<file path="config.mk">
export PLATFORM = sky130hd
export DESIGN_NAME = cartridge_bank_address_mapper
export DESIGN_NICKNAME = d
export VERILOG_FILES = /design/src/hdl/cbam_pkg.sv /design/src/hdl/cbam_regs.sv /design/src/hdl/cbam_decode.sv /design/src/hdl/cartridge_bank_address_mapper.sv
export SDC_FILE = /design/constraint.sdc
export NUM_CORES = 1
export LEC_CHECK = 0
export BUFFER_PORTS_ARGS = -buffer_cell sky130_fd_sc_hd__buf_2
export CAP_MARGIN = 25
export CELL_PAD_IN_SITES_DETAIL_PLACEMENT = 1
export CELL_PAD_IN_SITES_GLOBAL_PLACEMENT = 1
export CORE_ASPECT_RATIO = 1.2
export CORE_MARGIN = 1
export CORE_UTILIZATION = 44
export CTS_CLUSTER_DIAMETER = 200
export CTS_CLUSTER_SIZE = 20
export DETAILED_ROUTE_END_ITERATION = 8
export PLACE_DENSITY_LB_ADDON = 0.1
export SYNTH_ARGS = -nofsm -noshare
export SYNTH_HDL_FRONTEND = slang
export SYNTH_HIERARCHICAL = 1
export SYNTH_SLANG_ARGS = --single-unit
</file>
<file path="constraint.sdc">
create_clock -name clk -period 1.88 [get_ports clk]
set_input_delay 0.188 -clock clk [delete_from_list [all_inputs] [get_ports clk]]
set_output_delay 0.188 -clock clk [all_outputs]
set_load 0.01 [all_outputs]
</file>
<file path="src/hdl/cbam_pkg.sv">
// cbam_pkg: shared types and constants for the cartridge bank address mapper
// used by every module of the block and by its checker; no dependencies
`default_nettype none

package cbam_pkg;

    localparam int CFG_INDEX_W = 4;
    localparam int CFG_DATA_W  = 22;
    localparam int ADDR_W      = 16;
    localparam int DATA_W      = 8;
    localparam int MAP_W       = 22;

    localparam logic [CFG_INDEX_W-1:0] CFG_PRG_ROM_MASK       = 4'd0;
    localparam logic [CFG_INDEX_W-1:0] CFG_CHR_ROM_MASK       = 4'd1;
    localparam logic [CFG_INDEX_W-1:0] CFG_BACKUP_RAM_MASK    = 4'd2;
    localparam logic [CFG_INDEX_W-1:0] CFG_BACKUP_RAM_PRESENT = 4'd3;

    localparam logic [1:0] CMD_CPU_READ  = 2'd0;
    localparam logic [1:0] CMD_CPU_WRITE = 2'd1;
    localparam logic [1:0] CMD_PPU_READ  = 2'd2;
    localparam logic [1:0] CMD_PPU_WRITE = 2'd3;

    // cpu address bits 15:13
    localparam logic [2:0] REGION_SYSRAM = 3'd0;
    localparam logic [2:0] REGION_PPUREG = 3'd1;
    localparam logic [2:0] REGION_APUREG = 3'd2;
    localparam logic [2:0] REGION_BACKUP = 3'd3;

    // cpu address bits 14:12 of a register write
    localparam logic [2:0] BANK_SEL_NT0  = 3'd4;
    localparam logic [2:0] BANK_SEL_NT1  = 3'd5;
    localparam logic [2:0] BANK_SEL_CTRL = 3'd6;
    localparam logic [2:0] BANK_SEL_PRG  = 3'd7;

    typedef enum logic [3:0] {
        TGT_SYSRAM = 4'd0,
        TGT_PPUREG = 4'd1,
        TGT_APUREG = 4'd2,
        TGT_BACKUP = 4'd3,
        TGT_PRG    = 4'd4,
        TGT_CHRROM = 4'd5,
        TGT_NTRAM  = 4'd6,
        TGT_NONE   = 4'd7,
        TGT_CHRRAM = 4'd8
    } target_t;

    typedef struct packed {
        logic [21:0] prg_rom_mask;
        logic [18:0] chr_rom_mask;
        logic [12:0] backup_ram_mask;
        logic        backup_ram_present;
    } cfg_t;

    typedef struct packed {
        logic [3:0][7:0] pattern_bank;
        logic [1:0][6:0] nametable_rom_bank;
        logic            nametable_rom_mode;
        logic            mirroring_select;
        logic [7:0]      program_bank;
    } bank_state_t;

    typedef struct packed {
        logic       en;
        logic [2:0] sel;
        logic [7:0] data;
    } bank_wr_t;

endpackage

`default_nettype wire

</file>
<file path="src/hdl/cbam_regs.sv">
// cbam_regs: configuration registers and mapper bank registers
// depends on cbam_pkg
`default_nettype none

module cbam_regs (
    input  wire logic                             clk,
    input  wire logic                             rst_n,
    input  wire logic                             cfg_write,
    input  wire logic [cbam_pkg::CFG_INDEX_W-1:0] cfg_index,
    input  wire logic [cbam_pkg::CFG_DATA_W-1:0]  cfg_data,
    input  wire cbam_pkg::bank_wr_t               bank_wr,
    output cbam_pkg::cfg_t                        cfg,
    output cbam_pkg::bank_state_t                 banks
);

    cbam_pkg::cfg_t        cfg_reg;
    cbam_pkg::cfg_t        cfg_next;
    cbam_pkg::bank_state_t banks_reg;
    cbam_pkg::bank_state_t banks_next;

    always_comb
    begin
        cfg_next = cfg_reg;
        if (cfg_write)
        begin
            case (cfg_index)
                cbam_pkg::CFG_PRG_ROM_MASK:
                    cfg_next.prg_rom_mask = cfg_data[21:0];
                cbam_pkg::CFG_CHR_ROM_MASK:
                    cfg_next.chr_rom_mask = cfg_data[18:0];
                cbam_pkg::CFG_BACKUP_RAM_MASK:
                    cfg_next.backup_ram_mask = cfg_data[12:0];
                cbam_pkg::CFG_BACKUP_RAM_PRESENT:
                    cfg_next.backup_ram_present = cfg_data[0];
                default:
                    cfg_next = cfg_reg;
            endcase
        end
    end

    always_comb
    begin
        banks_next = banks_reg;
        if (bank_wr.en)
        begin
            case (bank_wr.sel)
                cbam_pkg::BANK_SEL_NT0:
                    banks_next.nametable_rom_bank[0] = bank_wr.data[6:0];
                cbam_pkg::BANK_SEL_NT1:
                    banks_next.nametable_rom_bank[1] = bank_wr.data[6:0];
                cbam_pkg::BANK_SEL_CTRL:
                begin
                    banks_next.nametable_rom_mode = bank_wr.data[4];
                    banks_next.mirroring_select   = bank_wr.data[0];
                end
                cbam_pkg::BANK_SEL_PRG:
                    banks_next.program_bank = bank_wr.data;
                default:
                    banks_next.pattern_bank[bank_wr.sel[1:0]] = bank_wr.data;
            endcase
        end
    end

    always_ff @(posedge clk or negedge rst_n)
    begin
        if (!rst_n)
        begin
            cfg_reg.prg_rom_mask       <= 22'h03FFFF;
            cfg_reg.chr_rom_mask       <= 19'h3FFFF;
            cfg_reg.backup_ram_mask    <= 13'h1FFF;
            cfg_reg.backup_ram_present <= 1'b1;
            banks_reg                  <= '0;
        end
        else
        begin
            cfg_reg   <= cfg_next;
            banks_reg <= banks_next;
        end
    end

    assign cfg   = cfg_reg;
    assign banks = banks_reg;

endmodule

`default_nettype wire

</file>
<file path="src/hdl/cbam_decode.sv">
// cbam_decode: access decode and address translation for one cpu or ppu access
// depends on cbam_pkg; combinational only
`default_nettype none

module cbam_decode (
    input  wire logic [1:0]                  cmd,
    input  wire logic [cbam_pkg::ADDR_W-1:0] address,
    input  wire logic [cbam_pkg::DATA_W-1:0] data,
    input  wire cbam_pkg::cfg_t              cfg,
    input  wire cbam_pkg::bank_state_t       banks,
    output cbam_pkg::target_t                target,
    output logic [cbam_pkg::MAP_W-1:0]       mapped_address,
    output cbam_pkg::bank_wr_t               bank_wr
);

    logic       is_write;
    logic [7:0] prg_bank;
    logic [7:0] chr_bank;
    logic [7:0] nt_bank;
    logic       nt_sel;

    always_comb
    begin
        is_write = (cmd == cbam_pkg::CMD_CPU_WRITE) || (cmd == cbam_pkg::CMD_PPU_WRITE);
        // upper 16kb fixed to the last bank
        prg_bank = (address[14] ? 8'hFF : banks.program_bank) & cfg.prg_rom_mask[21:14];
        chr_bank = banks.pattern_bank[address[12:11]] & cfg.chr_rom_mask[18:11];
        nt_sel   = banks.mirroring_select ? address[11] : address[10];
        nt_bank  = {1'b1, banks.nametable_rom_bank[nt_sel]} & cfg.chr_rom_mask[17:10];

        target         = cbam_pkg::TGT_NONE;
        mapped_address = '0;
        bank_wr.en     = 1'b0;
        bank_wr.sel    = address[14:12];
        bank_wr.data   = data;

        if (!cmd[1])
        begin
            case (address[15:13])
                cbam_pkg::REGION_SYSRAM:
                begin
                    target         = cbam_pkg::TGT_SYSRAM;
                    mapped_address = {11'd0, address[10:0]};
                end
                cbam_pkg::REGION_PPUREG:
                begin
                    target         = cbam_pkg::TGT_PPUREG;
                    mapped_address = {6'd0, address};
                end
                cbam_pkg::REGION_APUREG:
                begin
                    target         = cbam_pkg::TGT_APUREG;
                    mapped_address = {6'd0, address};
                end
                cbam_pkg::REGION_BACKUP:
                begin
                    if (cfg.backup_ram_present)
                    begin
                        target         = cbam_pkg::TGT_BACKUP;
                        mapped_address = {9'd0, address[12:0] & cfg.backup_ram_mask};
                    end
                end
                default:
                begin
                    if (is_write)
                        bank_wr.en = 1'b1;
                    else
                    begin
                        target         = cbam_pkg::TGT_PRG;
                        mapped_address = {prg_bank, address[13:0]};
                    end
                end
            endcase
        end
        else if (!address[13])
        begin
            if (is_write)
            begin
                target         = cbam_pkg::TGT_CHRRAM;
                mapped_address = {9'd0, address[12:0]};
            end
            else
            begin
                target         = cbam_pkg::TGT_CHRROM;
                mapped_address = {3'd0, chr_bank, address[10:0]};
            end
        end
        else if (banks.nametable_rom_mode)
        begin
            // writes to rom nametables are dropped
            if (!is_write)
            begin
                target         = cbam_pkg::TGT_CHRROM;
                mapped_address = {4'd0, nt_bank, address[9:0]};
            end
        end
        else if (banks.mirroring_select)
        begin
            target         = cbam_pkg::TGT_NTRAM;
            mapped_address = {11'd0, address[11], address[9:0]};
        end
        else
        begin
            target         = cbam_pkg::TGT_NTRAM;
            mapped_address = {11'd0, address[10:0]};
        end
    end

endmodule

`default_nettype wire

</file>
<file path="src/hdl/cartridge_bank_address_mapper.sv">
// cartridge_bank_address_mapper: top level of the bank address mapper
// depends on cbam_pkg, cbam_regs and cbam_decode
//
// Usage
//   Input channel (in_valid/in_ready, cmd/address/data) carries one cpu or ppu
//   access per transfer; the output channel (out_valid/out_ready,
//   target/mapped_address) returns exactly one result per access, in order.
//   cpu writes at 0x8000-0xffff update the bank registers and return target none.
//   Configuration is a plain write port (cfg_write/cfg_index/cfg_data), index 0
//   prg rom mask, 1 chr rom mask, 2 backup ram mask, 3 backup ram present;
//   other indexes are ignored. Write it only while the block is idle.
// Pipeline and throughput
//   An accepted access sits in the input register, is decoded and lands in the
//   result register once that register is free. One access per cycle sustained
//   while out_ready is high; the bank registers update as a cpu write leaves the
//   input register, so the following access already sees them.
// Reset and stall
//   Reset empties both pipeline registers and loads the bank and configuration
//   registers with their defaults. When out_ready is low the result holds and
//   the input register fills; in_ready drops only when both are occupied.
`default_nettype none

module cartridge_bank_address_mapper (
    input  wire logic                             clk,
    input  wire logic                             rst_n,
    input  wire logic                             in_valid,
    output logic                                  in_ready,
    input  wire logic [1:0]                       cmd,
    input  wire logic [cbam_pkg::ADDR_W-1:0]      address,
    input  wire logic [cbam_pkg::DATA_W-1:0]      data,
    output logic                                  out_valid,
    input  wire logic                             out_ready,
    output logic [3:0]                            target,
    output logic [cbam_pkg::MAP_W-1:0]            mapped_address,
    input  wire logic                             cfg_write,
    input  wire logic [cbam_pkg::CFG_INDEX_W-1:0] cfg_index,
    input  wire logic [cbam_pkg::CFG_DATA_W-1:0]  cfg_data
);

    logic                        s1_valid_reg;
    logic                        s1_valid_next;
    logic [1:0]                  s1_cmd_reg;
    logic [cbam_pkg::ADDR_W-1:0] s1_address_reg;
    logic [cbam_pkg::DATA_W-1:0] s1_data_reg;
    logic                        out_valid_reg;
    logic                        out_valid_next;
    logic [3:0]                  target_reg;
    logic [cbam_pkg::MAP_W-1:0]  mapped_address_reg;

    logic                        in_xfer;
    logic                        res_free;
    logic                        s1_adv;

    cbam_pkg::cfg_t              cfg;
    cbam_pkg::bank_state_t       banks;
    cbam_pkg::bank_wr_t          dec_bank_wr;
    cbam_pkg::bank_wr_t          bank_wr;
    cbam_pkg::target_t           dec_target;
    logic [cbam_pkg::MAP_W-1:0]  dec_mapped_address;

    assign res_free = !out_valid_reg || out_ready;
    assign s1_adv   = s1_valid_reg && res_free;
    assign in_ready = !s1_valid_reg || res_free;
    assign in_xfer  = in_valid && in_ready;

    cbam_decode u_decode (
        .cmd            (s1_cmd_reg),
        .address        (s1_address_reg),
        .data           (s1_data_reg),
        .cfg            (cfg),
        .banks          (banks),
        .target         (dec_target),
        .mapped_address (dec_mapped_address),
        .bank_wr        (dec_bank_wr)
    );

    always_comb
    begin
        bank_wr    = dec_bank_wr;
        bank_wr.en = dec_bank_wr.en && s1_adv;
    end

    cbam_regs u_regs (
        .clk       (clk),
        .rst_n     (rst_n),
        .cfg_write (cfg_write),
        .cfg_index (cfg_index),
        .cfg_data  (cfg_data),
        .bank_wr   (bank_wr),
        .cfg       (cfg),
        .banks     (banks)
    );

    always_comb
    begin
        s1_valid_next = s1_valid_reg;
        if (in_xfer)
            s1_valid_next = 1'b1;
        else if (s1_adv)
            s1_valid_next = 1'b0;

        out_valid_next = out_valid_reg;
        if (s1_adv)
            out_valid_next = 1'b1;
        else if (out_ready)
            out_valid_next = 1'b0;
    end

    always_ff @(posedge clk or negedge rst_n)
    begin
        if (!rst_n)
        begin
            s1_valid_reg  <= 1'b0;
            out_valid_reg <= 1'b0;
        end
        else
        begin
            s1_valid_reg  <= s1_valid_next;
            out_valid_reg <= out_valid_next;
        end
    end

    always_ff @(posedge clk)
    begin
        if (in_xfer)
        begin
            s1_cmd_reg     <= cmd;
            s1_address_reg <= address;
            s1_data_reg    <= data;
        end
        if (s1_adv)
        begin
            target_reg         <= dec_target;
            mapped_address_reg <= dec_mapped_address;
        end
    end

    assign out_valid      = out_valid_reg;
    assign target         = target_reg;
    assign mapped_address = mapped_address_reg;

endmodule

`default_nettype wire

</file>
-- Yosys cells after proc, flatten, opt, wreduce, memory -nomap -nowiden
Cells that the tools add are included.
- register bits: 165
- input port bits: 57
- memories: 0
- memory bits (read-only): 0
- latch bits: 0
- RAM bits: 0
- divide/modulo/power cells: 0
- reduce and logical (&&, ||, !) cells: 25
- multiplexer cells: 33
- bitwise gates (word level): 5
- shifts and indexed selects: 0
- $mul: 0
- equal/unequal tests: 12
- magnitude comparators: 4
- add/sub/neg operators: 0
- operators with widths (cell ; number):
    2-to-1 mux 22 bit ; 4
    case mux 22 bit (3 select lines) ; 1
    bitwise mux 32 bit ; 1
    AND 8 bit ; 3
    2-to-1 mux 8 bit ; 3
    2-to-1 mux 19 bit ; 1
    2-to-1 mux 18 bit ; 1
    AND reduction 2 bit ; 9
    binary-select mux 8 bit (select 2 bit) ; 1
    demux 8 bit (select 2 bit) ; 1
    case mux 4 bit (4 select lines) ; 1
    2-to-1 mux 7 bit ; 2
    AND 13 bit ; 1
    2-to-1 mux 13 bit ; 1
    equality test 3 bit (second input constant) ; 4
    2-to-1 mux 4 bit ; 3
    2-to-1 mux 11 bit ; 1
    equality test 4 x 2 -> 1 bit (second input constant) ; 2
    2-to-1 mux 1 bit ; 8
    OR reduction 4 bit ; 2
    equality test 3 x 2 -> 1 bit (second input constant) ; 2
    < comparator 2 x 3 -> 1 bit (second input constant) ; 2
    2-to-1 mux 2 bit ; 3
    equality test 4 x 1 -> 1 bit (second input constant) ; 1
    14 further kinds ; 21

-- Longest topological paths before layout
- depth after elaboration: 8
- mapped depth: 8
- mapped depth without buffers: 6

-- Cells and area by module
The synthesis kept the hierarchy.
- modules (own cells, without submodules) (module ; sequential area each (sq um) ; cells an instance ; area an instance (sq um) ; times used):
    cbam_regs ; 2840.2 ; 245 ; 4344.2 ; 1
    cartridge_bank_address_mapper ; 1611.5 ; 61 ; 1671.6 ; 1
    cbam_decode ; 0.0 ; 148 ; 1039.7 ; 1

-- Least setup slack after synthesis
OpenSTA, ideal clock, no wires.
- path kind: reg2reg
- start point: register s1_address_reg[15] (netlist bit)
- end point: register u_regs.banks_reg, in the netlist u_regs/banks[32]
- required time: 1.755 ns
- buffers on the path: 2
- clock period less this slack: 2.007 ns
- path slack: -0.127 ns
- cell stages (with the launch flop): 9
- arrival time: 1.882 ns
- cell sequence: edfxtp_1 -> buf_2 -> nor2b_1 -> and2_1 -> and3_1 -> buf_2 -> nand2b_4 -> nor3b_4 -> mux2_2
- RTL lines (what ; RTL line ; source):
    from (decl) ; cartridge_bank_address_mapper.sv:43 ; logic [cbam_pkg::ADDR_W-1:0] s1_address_reg;
    from (signal assigned) ; cartridge_bank_address_mapper.sv:128 ; s1_address_reg <= address;
    to (signal assigned) ; cbam_regs.sv:77 ; banks_reg <= banks_next;
    to (decl) ; cbam_regs.sv:18 ; cbam_pkg::bank_state_t banks_reg;

==> qor.log <==
[run_status] outcome finished, final reports clean
[place] placer's final routability congestion estimate 0.752
[floorplan] die width 110 um
[sta] crit share post-route 98.7%
[sta] Final Max Tran Viols 0
[floorplan] vertical die dimension 131 um
[final_layout] synth-to-layout area growth 29.5%
[final_layout] final standard cell area without fillers 0.00795 sq mm
[worst_setup_path] Worst path slowest cell edfxtp_1
[worst_setup_path] nature of the critical path startpoint flip-flop
[synthesis] synthesized net count 462
[synthesis] Post-Synthesis Cells 405
[place] area after detailed placement 0.00691 sq mm
[clock_network] CTS Buffer Depth 2
[worst_setup_path] maximum fanout encountered on the critical timing path 8
[global_routing] global-route usage over all layers 22.4%
[final_layout] post-layout utilization of the core 59.3%
[detailed_routing] DR vias/cell 5.30
[global_routing] grt total ovfl 0
[detailed_routing] drt first-iter violations 149
[global_routing] vias in the first global route 4328
[final_layout] filler cell count 1269
[sta] slew at the pin closest to its max-slew limit 0.488 ns
[run] max cap viols 0
[floorplan] number of rows created at floorplan 46
[floorplan] placeable core region 0.0134 sq mm
[detailed_routing] detailed-routing iteration count for the pre-antenna-repair pass 4
[global_routing] number of antenna violations at the first check in global routing 0
[detailed_routing] Routed Wire Length 15.0 mm
[worst_setup_path] Worst EP required 2.19 ns
[sta] final hold slack 0.0159 ns
[sta] unrepaired setup endpoints after global routing yes
[final_layout] layout cell share with drive strength beyond 1 48.9%
[clock_network] Clock Latency Late Sink 0.43 ns
[hold_path] type of the tightest min-delay check in2reg
[power] total power draw 8.23 mW
[hold_path] endpoint of the worst hold-timing path u_regs/cfg[31]
[clock_network] clock net sink count 141
[floorplan] effective utilization at floorplan 45.8%
[clock_network] number of CTS-inserted buffers 17
[final_layout] ant diodes 0
[sta] final total negative setup slack 0 ns
[sta] count of endpoints failing hold in the final timing report 0
[synthesis] yosys warns 6
[worst_setup_path] worst-case register-to-register setup slack 0.03 ns
[sta] # setup viols final 0
[worst_setup_path] start of the worst register-to-register path s1_cmd_reg[1]
[worst_setup_path] Reg2Reg Capture Point u_regs/banks[47]
[final_layout] multi-input gate area in the final layout 0.00220 sq mm
[hold_path] startpoint of the worst hold path cfg_data[17]
[detailed_routing] DRC violation count after routing 0
[detailed_routing] WL per Instance 20.4 um
[detailed_routing] antenna-violating nets left 0
[global_routing] largest net degree at the start of global routing 43
[sta] worst setup skew after layout 0.00577 ns
[power] total power divided by cell area 1030 mW/mm^2
[sta] Max Fclk 0.539 GHz
[worst_setup_path] element type at the critical path end flip-flop
[sta] post-layout minimum cycle time 1.85 ns
[final_layout] Nets 610
[synthesis] Mapped Area 0.00614 sq mm
[hold_path] hold path cells 2
[place] sum of net half-perimeters after detailed placement 10.1 mm
[clock_network] number of H-tree levels 4
[floorplan] num ports 85
[floorplan] die area 0.0144 sq mm
[place] # port buffers 84
[clock_network] TritonCTS clock tree done
[worst_setup_path] type of the worst setup path reg2reg
[clock_network] clock root buffer clkbuf_16
[global_routing] global-route wire length before repair 23.5 mm
[worst_setup_path] crit path cell chain nor2b_4 -> and2_4 -> and3_4 -> nand2b_4 -> nor3b_4 -> buf_12 -> mux2_4
[final_layout] flip-flop count of the largest register, all copies and words added 56
[power] reported leakage power 3.47 nW
[detailed_routing] via count 3890
[final_layout] Register Area 0.00382 sq mm
[worst_setup_path] worst endpoint data arrival time 2.16 ns
[power] worst vdd ir 0.815 mV
[sta] worst slew margin relative to its limit 67.5%
[worst_setup_path] logic depth of the worst register-to-register path 7
[synthesis] average cell area after synthesis 15.2 sq um
[worst_setup_path] Crit path largest cell delay 0.42 ns
[clock_network] clock edge transition at the registers on the reported setup and hold paths 0.06 ns
[cell usage in the layout (no fill, tap or decap), types with 10 or more instances in the layout]
| master | n |
|---|---|
| dfstp_2 | 26 |
| nand2_1 | 15 |
| and3b_1 | 10 |
| dlygate4sd3_1 | 40 |
| dfrtp_1 | 63 |
| o21ai_0 | 14 |
| edfxtp_1 | 52 |
| buf_2 | 83 |
| nor2_1 | 12 |
| mux2_4 | 16 |
| mux2_2 | 73 |
| buf_4 | 26 |
| clkbuf_16 | 17 |
| a21oi_1 | 15 |
[metal layers]
metal	track usage [%]	up-vias	part of all wire, %
li1	-	1788	-
met1	26.7	1989	41
met2	37.7	82	53
met3	5.41	31	3.7
met4	9.48	0	2.3
met5	0	-	0
[worst max path at each step]
| stage | from | to | slack [ns] | cells after the start |
|---|---|---|---|---|
| floorplan | s1_cmd_reg[1] | u_regs/banks[32] | -0.04 | 7 |
| global placement | s1_cmd_reg[1] | u_regs/banks[40] | 0.007 | 7 |
| detailed placement | s1_cmd_reg[1] | u_regs/banks[41] | -0.05 | 7 |
| CTS | s1_cmd_reg[1] | u_regs/banks[44] | 0.004 | 7 |
| global route | s1_cmd_reg[1] | u_regs/banks[40] | -0.04 | 7 |
| finish | s1_cmd_reg[1] | u_regs/banks[47] | 0.03 | 7 |
[critical path, delay by kind of cell, from the launching register on]
kind | cells | cell delay, ns
mux | 1 | 0.30
flops | 1 | 0.42
buf+inv | 1 | 0.17
simple gates | 5 | 0.83
[stage by stage]
| step | cells | setup slack [ns] |
|---|---|---|
| 6_report | 734 | 0.0252 |
| 5_1_grt | 734 | -0.0369 |
| 4_1_cts | 732 | 0.00435 |
| 3_5_place_dp | 660 | -0.0527 |
| 3_3_place_gp | 660 | 0.00694 |
| 2_1_floorplan | 405 | -0.0417 |
[layout make-up]
type	instances	area share [%]
Sequential cell	141	48.0
Timing Repair Buffer	156	14.5
Clock inverter	13	1.56
Inverter	1	0.0472
Multi-Input combinational cell	236	27.7
Clock buffer	19	5.57
Tap cell	168	2.64
[what timing repair did]
action	CTS	global route
pin swaps	1	2
buffers inserted	0	2
endpoints found under the setup margin	23	22
gates resized for setup	2	15
hold buffers	40	0
endpoints found under the hold margin	65	0
[report_power, final]
part | leakage [nW] | switching (mW) | internal [mW]
Sequential | 1.61 | 0.253 | 3.72
Combinational | 1.59 | 0.441 | 0.581
Clock | 0.273 | 1.27 | 1.96
Total | 3.47 | 1.96 | 6.26
Note: power is estimated with default switching activity, not from simulation.
